**config.mk**
```make
export PLATFORM = sky130hd
export DESIGN_NAME = spo2_serial_packet_deframer
export DESIGN_NICKNAME = d
export VERILOG_FILES = /design/src/hw/rtl/spo2_pkg.sv /design/src/hw/rtl/spo2_frm.sv /design/src/hw/rtl/spo2_obuf.sv /design/src/hw/rtl/spo2_serial_packet_deframer.sv
export SDC_FILE = /design/constraint.sdc
export NUM_CORES = 1
export LEC_CHECK = 0
export ABC_AREA = 1
export BUFFER_PORTS_ARGS = -buffer_cell sky130_fd_sc_hd__buf_2
export CORE_ASPECT_RATIO = 1.2
export CORE_UTILIZATION = 45
export CTS_CLUSTER_DIAMETER = 60
export DETAILED_ROUTE_END_ITERATION = 12
export PLACE_DENSITY = 0.65
export REMOVE_ABC_BUFFERS = 1
export SYNTH_ARGS = -nofsm -noshare
export SYNTH_HDL_FRONTEND = slang
export SYNTH_HIERARCHICAL = 1
export SYNTH_SLANG_ARGS = --single-unit
```
**constraint.sdc**
```tcl
create_clock -name aclk -period 6.8 [get_ports aclk]
set_clock_uncertainty 0.2 [all_clocks]
set_input_delay 1.36 -clock aclk [delete_from_list [all_inputs] [get_ports aclk]]
set_output_delay 1.36 -clock aclk [all_outputs]
set_load 0.02 [all_outputs]
```
**src/hw/rtl/spo2_pkg.sv**
```systemverilog
// Shared types and constants for the pulse-oximeter serial packet deframer.
// No dependencies.
package spo2_pkg;

    localparam int unsigned PACKET_LEN    = 5;
    localparam int unsigned MAX_STRENGTH  = 8;
    localparam int unsigned BYTES_LEFT_W  = 3;
    localparam int unsigned PKT_IDX_W     = 2;
    localparam int unsigned PKT_DEPTH     = 4;

    localparam logic CMD_RX_BYTE     = 1'b0;
    localparam logic CMD_PORT_CLOSED = 1'b1;

    typedef enum logic [2:0] {
        MODE_WAIT = 3'b001,
        MODE_READ = 3'b010,
        MODE_DISC = 3'b100
    } spo2_mode_t;

    typedef struct packed {
        logic [3:0]  sig_level;
        logic        beep_flag;
        logic        no_finger;
        logic [6:0]  pleth_sample;
        logic [7:0]  heart_rate;
        logic [6:0]  spo2_percent;
        logic [15:0] delta_ms;
    } spo2_res_t;

endpackage

```
**src/hw/rtl/spo2_frm.sv**
```systemverilog
// Framer: link mode, byte counter, packet byte store and packet decode.
// Depends on spo2_pkg.
module spo2_frm
    import spo2_pkg::*;
(
    input  logic        aclk,
    input  logic        aresetn,
    input  logic        accept,
    input  logic        cmd,
    input  logic [7:0]  rx_byte,
    input  logic [31:0] now_ms,
    output logic        emit,
    output spo2_res_t   res
);

    spo2_mode_t              mode_reg, mode_next;
    logic [BYTES_LEFT_W-1:0] bytes_left_reg, bytes_left_next;
    logic [7:0]              pkt_reg [PKT_DEPTH];
    logic [7:0]              pkt_next [PKT_DEPTH];
    logic [31:0]             last_time_reg, last_time_next;
    logic                    start;
    logic [PKT_IDX_W-1:0]    pkt_idx;
    logic [3:0]              strength;

    assign start   = rx_byte[7];
    // bytes_left 4..2 maps to store slots 1..3
    assign pkt_idx = PKT_IDX_W'(BYTES_LEFT_W'(PACKET_LEN) - bytes_left_reg);

    always_comb begin
        mode_next       = mode_reg;
        bytes_left_next = bytes_left_reg;
        pkt_next        = pkt_reg;
        last_time_next  = last_time_reg;
        emit            = 1'b0;
        if (accept) begin
            if (cmd == CMD_PORT_CLOSED) begin
                mode_next = MODE_DISC;
            end else if (mode_reg != MODE_DISC) begin
                if (start) begin
                    // start byte always (re)opens a packet
                    pkt_next[0]     = rx_byte;
                    bytes_left_next = BYTES_LEFT_W'(PACKET_LEN - 1);
                    mode_next       = MODE_READ;
                end else if (mode_reg == MODE_READ) begin
                    if (bytes_left_reg >= BYTES_LEFT_W'(2) &&
                        bytes_left_reg <= BYTES_LEFT_W'(PACKET_LEN - 1)) begin
                        pkt_next[pkt_idx] = rx_byte;
                        bytes_left_next   = bytes_left_reg - BYTES_LEFT_W'(1);
                    end else begin
                        mode_next       = MODE_WAIT;
                        bytes_left_next = '0;
                        last_time_next  = now_ms;
                        emit            = 1'b1;
                    end
                end
            end
        end
    end

    always_comb begin
        strength = pkt_reg[0][3:0];
        if (strength > 4'(MAX_STRENGTH)) begin
            strength = 4'(MAX_STRENGTH);
        end
        res.sig_level    = strength;
        res.beep_flag    = pkt_reg[0][6];
        res.no_finger    = pkt_reg[2][4];
        res.pleth_sample = pkt_reg[1][6:0];
        res.heart_rate   = {pkt_reg[2][6], pkt_reg[3][6:0]};
        res.spo2_percent = rx_byte[6:0];
        res.delta_ms     = now_ms[15:0] - last_time_reg[15:0];
    end

    always_ff @(posedge aclk) begin
        if (!aresetn) begin
            mode_reg       <= MODE_WAIT;
            bytes_left_reg <= '0;
            last_time_reg  <= '0;
        end else begin
            mode_reg       <= mode_next;
            bytes_left_reg <= bytes_left_next;
            last_time_reg  <= last_time_next;
        end
    end

    always_ff @(posedge aclk) begin
        pkt_reg <= pkt_next;
    end

    a_close_disc: assert property (@(posedge aclk) disable iff (!aresetn)
        accept && cmd == CMD_PORT_CLOSED |=> mode_reg == MODE_DISC)
        else $error("port close did not reach disconnected mode");

    a_disc_sticky: assert property (@(posedge aclk) disable iff (!aresetn)
        mode_reg == MODE_DISC |=> mode_reg == MODE_DISC)
        else $error("left disconnected mode without reset");

    a_emit_read: assert property (@(posedge aclk) disable iff (!aresetn)
        emit |-> mode_reg == MODE_READ && bytes_left_reg <= BYTES_LEFT_W'(1))
        else $error("packet emitted outside a packet tail");

    a_count_range: assert property (@(posedge aclk) disable iff (!aresetn)
        bytes_left_reg <= BYTES_LEFT_W'(PACKET_LEN - 1))
        else $error("byte counter out of range");

endmodule

```
**src/hw/rtl/spo2_obuf.sv**
```systemverilog
// Output register with skid stage for decoded packet results.
// Depends on spo2_pkg.
module spo2_obuf
    import spo2_pkg::*;
(
    input  logic      aclk,
    input  logic      aresetn,
    input  logic      push,
    input  spo2_res_t res_in,
    output logic      in_ready,
    output logic      m_valid,
    input  logic      m_ready,
    output spo2_res_t m_res
);

    logic      main_valid_reg, skid_valid_reg;
    spo2_res_t main_reg, skid_reg;
    logic      pop;

    assign pop      = main_valid_reg && m_ready;
    assign in_ready = !skid_valid_reg;
    assign m_valid  = main_valid_reg;
    assign m_res    = main_reg;

    always_ff @(posedge aclk) begin
        if (!aresetn) begin
            main_valid_reg <= 1'b0;
            skid_valid_reg <= 1'b0;
        end else if (skid_valid_reg) begin
            if (pop) begin
                skid_valid_reg <= 1'b0;
            end
        end else if (push && main_valid_reg && !pop) begin
            skid_valid_reg <= 1'b1;
        end else if (push) begin
            main_valid_reg <= 1'b1;
        end else if (pop) begin
            main_valid_reg <= 1'b0;
        end
    end

    always_ff @(posedge aclk) begin
        if (skid_valid_reg) begin
            if (pop) begin
                main_reg <= skid_reg;
            end
        end else if (push && main_valid_reg && !pop) begin
            skid_reg <= res_in;
        end else if (push) begin
            main_reg <= res_in;
        end
    end

    a_skid_behind_main: assert property (@(posedge aclk) disable iff (!aresetn)
        skid_valid_reg |-> main_valid_reg)
        else $error("skid stage holds data with empty output register");

    a_skid_fill: assert property (@(posedge aclk) disable iff (!aresetn)
        push && main_valid_reg && !pop |=> skid_valid_reg)
        else $error("result dropped while output stalled");

    a_skid_drain: assert property (@(posedge aclk) disable iff (!aresetn)
        skid_valid_reg && pop |=> main_valid_reg && !skid_valid_reg)
        else $error("skid stage did not drain into output register");

endmodule

```
**src/hw/rtl/spo2_serial_packet_deframer.sv**
```systemverilog
// Pulse-oximeter serial packet deframer, top level.
// Depends on spo2_pkg, spo2_frm and spo2_obuf.
//
// One serial byte (or a port-closed event) is taken per transfer, one per
// clock cycle while s_ready is high; a completed 5-byte packet is registered
// for the m_ channel when its last byte is taken. The framer updates its
// state in the cycle a byte is taken, and results sit in a two-entry output
// register, so input keeps flowing at one byte per cycle while m_ready is
// high and through a single stalled result; s_ready drops only when two
// results wait. After a port-closed event all bytes are dropped until reset.
module spo2_serial_packet_deframer
    import spo2_pkg::*;
(
    input  logic        aclk,
    input  logic        aresetn,
    input  logic        s_valid,
    output logic        s_ready,
    input  logic        s_cmd,
    input  logic [7:0]  s_rx_byte,
    input  logic [31:0] s_now_ms,
    output logic        m_valid,
    input  logic        m_ready,
    output logic [3:0]  m_sig_level,
    output logic        m_beep_flag,
    output logic        m_no_finger,
    output logic [6:0]  m_pleth_sample,
    output logic [7:0]  m_heart_rate,
    output logic [6:0]  m_spo2_percent,
    output logic [15:0] m_delta_ms
);

    logic      accept;
    logic      emit;
    spo2_res_t res;
    spo2_res_t m_res;

    assign accept = s_valid && s_ready;

    spo2_frm u_frm (
        .aclk    (aclk),
        .aresetn (aresetn),
        .accept  (accept),
        .cmd     (s_cmd),
        .rx_byte (s_rx_byte),
        .now_ms  (s_now_ms),
        .emit    (emit),
        .res     (res)
    );

    spo2_obuf u_obuf (
        .aclk     (aclk),
        .aresetn  (aresetn),
        .push     (emit),
        .res_in   (res),
        .in_ready (s_ready),
        .m_valid  (m_valid),
        .m_ready  (m_ready),
        .m_res    (m_res)
    );

    assign m_sig_level    = m_res.sig_level;
    assign m_beep_flag    = m_res.beep_flag;
    assign m_no_finger    = m_res.no_finger;
    assign m_pleth_sample = m_res.pleth_sample;
    assign m_heart_rate   = m_res.heart_rate;
    assign m_spo2_percent = m_res.spo2_percent;
    assign m_delta_ms     = m_res.delta_ms;

endmodule
```
==> results.cfg, run 1 <==
[grt]
gr-usage-met3 = 0.0303
antenna_found_initial = 1
grt_pass1_vias = 4045
met1_usage = 0.195
gr-total-overflow = 0
grt_pass1_wl_um = 18500
use_met2 = 0.303
grt_busiest_layer = met2
grt_use_total = 0.170
grt_max_degree = 48

[cells_and_area]
layout.cells.non_filler = 874
nNetsFinal = 758
regArea_um2 = 3750
drive_gt1_frac = 0.173
fin_area_um2 = 7120
multi_input_area_um2 = 1870
area_growth_syn_to_layout_pct = 15.3
fillCellCount = 1170

[drt]
wl_per_cell_um = 12.5
drt_iter0_drc = 166
drt_wl_total_um = 10900
antenna_left = 0
vias = 4161
drc_errors = 0
drt_pass1_iterations = 5
via_per_inst = 4.76

[placed_design]
post-dp-hpwl_um = 7620
io_buffers = 74
dpl.cell_count = 841
post_dp_cell_area_um2 = 6520
routabilityCongestion = 0.841
dp_slack_ns = 2.60

[die]
die-width_um = 109
rows = 46
core_um2 = 13300
dieArea_um2 = 14200
chipHeight_um = 130
start_util = 0.465
ios = 91

[synth]
synthCells = 634
synth-seq-cells = 133
yosys.area.top_type = edfxtp_1
synth_ff_type = edfxtp_1
netlist_top_cells_count = nand2_1, edfxtp_1, inv_1
yosys-top-cells-area = edfxtp_1, nand2_1, dfxtp_1, inv_1, ha_1
yosys_warnings = 6
synth_most_common_cell = nand2_1
synthDistinctLibCells = 35
netlist_area_um2 = 6180
async_reset_ff_frac = 0
syn_avg_cell_area_um2 = 9.75
yosysTopAreaCellShare = 0.530
yosysSeqAreaShare = 0.607
synth_edf_count = 109

[sta]
finalSetupViolations = 0
fin_crit_sh = 0.548
rsz0062_at_grt = no
slew_violations = 0
tightest_slew_ns = 0.777
max_slew_margin = 0.481
setup_ws_ns = 3.08
clock.fmax_mhz = 269
hold_viol_final = 0
fin_crit_ns = 3.72
finalSetupTns_ns = 0

[status]
status = finished, final reports clean

[clocking]
cts_root_buf = clkbuf_16
cts_resized = 0
postCtsSetupBuffers = 0
clk_latency_ns = 0.41
htree_num_levels = 4
clkTransAtPathRegs_ns = 0.05
clockBufferDepth = 2
cts_buffers = 17
cts_tree = built
cts.sinks = 133
cts_hold_buf = 0

[critical_path]
crit_fanout = 28
worstSetupPathType = input pin to flip-flop
cp-end-kind = flip-flop
crit_required_ns = 6.66
worstPathArrival_ns = 3.59
critPathLaunchType = input pin
r2r_setup_slack_ns = 3.19

[power]
p_total_w = 0.00189
ir_worst_vdd_v = 0.000195
p_leak_nw = 3.10
power_density_nw_per_um2 = 266

[run]
cap_violations = 0

[worst_hold_path]
hold_path_class = flip-flop to flip-flop
-- layout make-up --
type	instances	area share
flip-flops and latches	133	0.527
multi-input cells	387	0.263
clock buffers	17	0.0597
repair buffers	77	0.0551
inverters	76	0.0404
well taps	168	0.0295
clock inverters	15	0.0253
diodes	1	0.000351
-- metal layers --
metal,vias up,wire (um)
li1,2129,-
met1,1922,4530
met2,87,5710
met3,23,400
met4,0,269
met5,-,0
-- metrics by stage --
step | utilization | hold slack [ns]
after floorplan | - | 0.227
after detailed placement | 0.490 | 0.233
final | 0.536 | 0.248
after global routing | 0.536 | 0.254
after CTS | 0.536 | 0.247
after global placement | 0.490 | 0.233
-- final timing paths --
check / from / end / cells past startpoint
worst max-delay path: s_valid / u_obuf/skid_reg[30] / 10
worst min-delay path: u_frm/res[39] / u_obuf/skid_reg[39] / 0
worst max register to register: u_obuf/skid_valid_reg / u_obuf/skid_reg[30] / 10
worst min register to register: u_frm/res[39] / u_obuf/skid_reg[39] / 0
-- cells in the final DEF (no fill, tap or decap), drive strengths merged --
master and n:
a21boi 7, a21oi 15, and2 2, buf 77, bufinv 3, clkbuf 17, clkinv 8, clkinvlp 2
dfxtp 24, diode 1, edfxtp 109, fa 1, ha 20, inv 78, nand2 230, nand3 21
nand3b 1, nand4 2, nor2 53, nor3 3, nor3b 1, o21ai 20, o21bai 1, or2 1
xnor2 3, xor2 6
-- worst max-delay path, cell delays in order --
cell,delay (ns)
buf_2,0.09
nand2_1,0.05
inv_1,0.14
nand2_2,0.09
nor2_4,0.11
nand4_4,0.30
inv_4,0.29
nand2_1,0.19
nor2_4,0.49
buf_4,0.45
-- where the power goes --
| part | switching [W] | internal [W] | leakage, nW |
|---|---|---|---|
| clock | 0.000339 | 0.000578 | 0.291 |
| combinational | 0.0000581 | 0.0000342 | 1.63 |
| sequential | 0.00000249 | 0.000882 | 1.18 |
| total | 0.000400 | 0.00149 | 3.10 |
-- kinds of logic after synthesis --
family	Yosys count	synth area share
compound gates	43	0.0381
flops	133	0.607
fa+ha+maj	21	0.0437
buf+inv	114	0.0929
simple gates	314	0.205
xor+xnor	9	0.0128
Note: power is estimated with default switching activity, not from simulation.
==> run 2: changes to the inputs <==
==> constraint.sdc (replaced) <==
create_clock -name aclk -period 3.5 [get_ports aclk]
set_clock_uncertainty 0.2 [all_clocks]
set_input_delay 0.7 -clock aclk [delete_from_list [all_inputs] [get_ports aclk]]
set_output_delay 0.7 -clock aclk [all_outputs]
set_load 0.02 [all_outputs]
==> run 2 against run 1 <==
  * Worst hold slack worse by 0.0010 ns
  * First-iteration DRC count unchanged
  * Total power is 87% higher
  * Sequential cell count unchanged
  * Final area is 0.44% lower
  * Via count is 2.2% lower
  * Wire length grew 0.45%
  * Critical path type unchanged
  * Critical endpoint is now u_obuf/skid_reg[24]
  * Largest power group is now registers
  * Highest routed layer unchanged
==> results.cfg, run 2 (same netlist as run 1, synthesis figures left out) <==
[critical_path]
crit_path_end = u_obuf/skid_reg[24]
r2r_cells = 10
crit_fanout = 28
r2r_setup_slack_ns = 0.76
cp_slowest_stage_delay_ns = 0.49
crit_buf_inv = 4
path_cells = buf_2 -> nand2_1 -> inv_1 -> nand2_2 -> nor2_4 -> nand4_4 -> inv_4 -> nand2_1 -> nor2_4 -> buf_12
worstPathArrival_ns = 2.68
r2r_end = u_obuf/skid_reg[24]
cp_slowest_cell = nor2_4
crit_cells = 10
crit_required_ns = 3.40
cp-end-kind = flip-flop
worstSetupPathType = input pin to flip-flop
crit_family = simple AND/OR/NAND/NOR gates
critPathLaunchType = input pin
startpoint = s_valid
worstReg2RegStart = u_obuf/skid_valid_reg

[worst_hold_path]
min-delay-start = u_frm/res[32]
hold_path_class = flip-flop to flip-flop

[die]
start_util = 0.465
chipHeight_um = 130
ios = 91
dieArea_um2 = 14200
die-width_um = 109
core_um2 = 13300
rows = 46

[grt]
grt_use_total = 0.170
grt_pass1_wl_um = 18400
grt_max_degree = 47
grt_pass1_vias = 4083
gr-total-overflow = 0
antenna_found_initial = 0

[clocking]
clockBufferDepth = 2
clkTransAtPathRegs_ns = 0.05
cts_buffers = 17
cts_root_buf = clkbuf_16
clk_latency_ns = 0.41
postCtsSetupBuffers = 0
htree_num_levels = 4
cts_resized = 0
cts_hold_buf = 0
cts_tree = built
cts.sinks = 133

[sta]
fin_crit_sh = 0.795
finalSetupTns_ns = 0
finalSetupViolations = 0
rsz0062_at_grt = no
hold_viol_final = 0
slew_violations = 0
max_slew_margin = 0.541
tightest_slew_ns = 0.686
clock.fmax_mhz = 359
fin_crit_ns = 2.78

[drt]
antenna_left = 0
drt_iter0_drc = 166
via_per_inst = 4.65
vias = 4069
drt_wl_total_um = 11000
drt_pass1_iterations = 5
wl_per_cell_um = 12.5
drc_errors = 0

[power]
ir_worst_vdd_v = 0.000272
p_leak_nw = 3.08
power_density_nw_per_um2 = 499

[run]
cap_violations = 0

[cells_and_area]
area_growth_syn_to_layout_pct = 14.8
nNetsFinal = 759
layout_common_cells = nand2_1, edfxtp_1, buf_2
layout_commonest_cell = nand2_1
final_util = 0.534
drive_gt1_frac = 0.174

[placed_design]
routabilityCongestion = 0.855
io_buffers = 74
post-dp-hpwl_um = 7560

[status]
status = finished, final reports clean
==> run 2: cell types whose count changed in the layout (fill, tap and decap cells not counted) <==
cell	change
clkinv_2	+2
bufinv_16	-2
inv_6	+2
clkinvlp_4	+1
buf_12	+1
clkinv_4	-3
==> run 2: worst reg2reg max path: stages, from the launching register on <==
cell,delay [ns]
dfxtp_1,0.32
inv_2,0.05
nand2_1,0.04
inv_1,0.09
nand2_2,0.08
nor2_4,0.11
nand4_4,0.29
inv_4,0.29
nand2_1,0.19
nor2_4,0.49
buf_12,0.26
==> run 2: final cells by class <==
class	instances	area (um2)
clock inverters	15	129
repair buffers	78	413
diodes	1	2.50
clock buffers	17	425
inverters	76	288
flip-flops and latches	133	3750
fillers	1192	6200
multi-input cells	387	1870
well taps	168	210
==> run 2: how the worst min path moves through the flow <==
stage / end / slack (ns) / cells after the start
floorplan: u_obuf/skid_reg[23] / 0.23 / 0
global placement: u_obuf/skid_reg[39] / 0.23 / 0
detailed placement: u_obuf/skid_reg[32] / 0.23 / 0
CTS: u_obuf/skid_reg[32] / 0.25 / 0
global route: u_obuf/skid_reg[32] / 0.25 / 0
finish: u_obuf/skid_reg[32] / 0.25 / 0
==> run 2: report_power, final <==
group	total, W	internal [W]	switching (W)
combinational	0.000180	0.0000666	0.000113
sequential	0.00172	0.00171	0.00000493
clock	0.00164	0.000978	0.000660
==> run 2: stage by stage <==
step                      setup WS, ns  hold slack [ns]  std cells  total power (W)  instance area, um2
after global placement           0.313            0.233        842          0.00193                6540
after floorplan                  -1.38            0.227        596          0.00187                5890
final                            0.716            0.246        875          0.00354                7090
after global routing             0.525            0.252        874          0.00368                7090
after detailed placement         0.261            0.235        842          0.00193                6540
after CTS                        0.703            0.245        874          0.00358                7090
==> run 2: routing by layer <==
layer  routed length, um  GRT usage  up-vias  part of all wire
met5                   0          0        -                 0
met4                  61     0.0723        0            0.0056
met3                 514     0.0427        4             0.047
met2                5890      0.309       92              0.54
met1                4490      0.188     1837              0.41
li1                    -          -     2136                 -
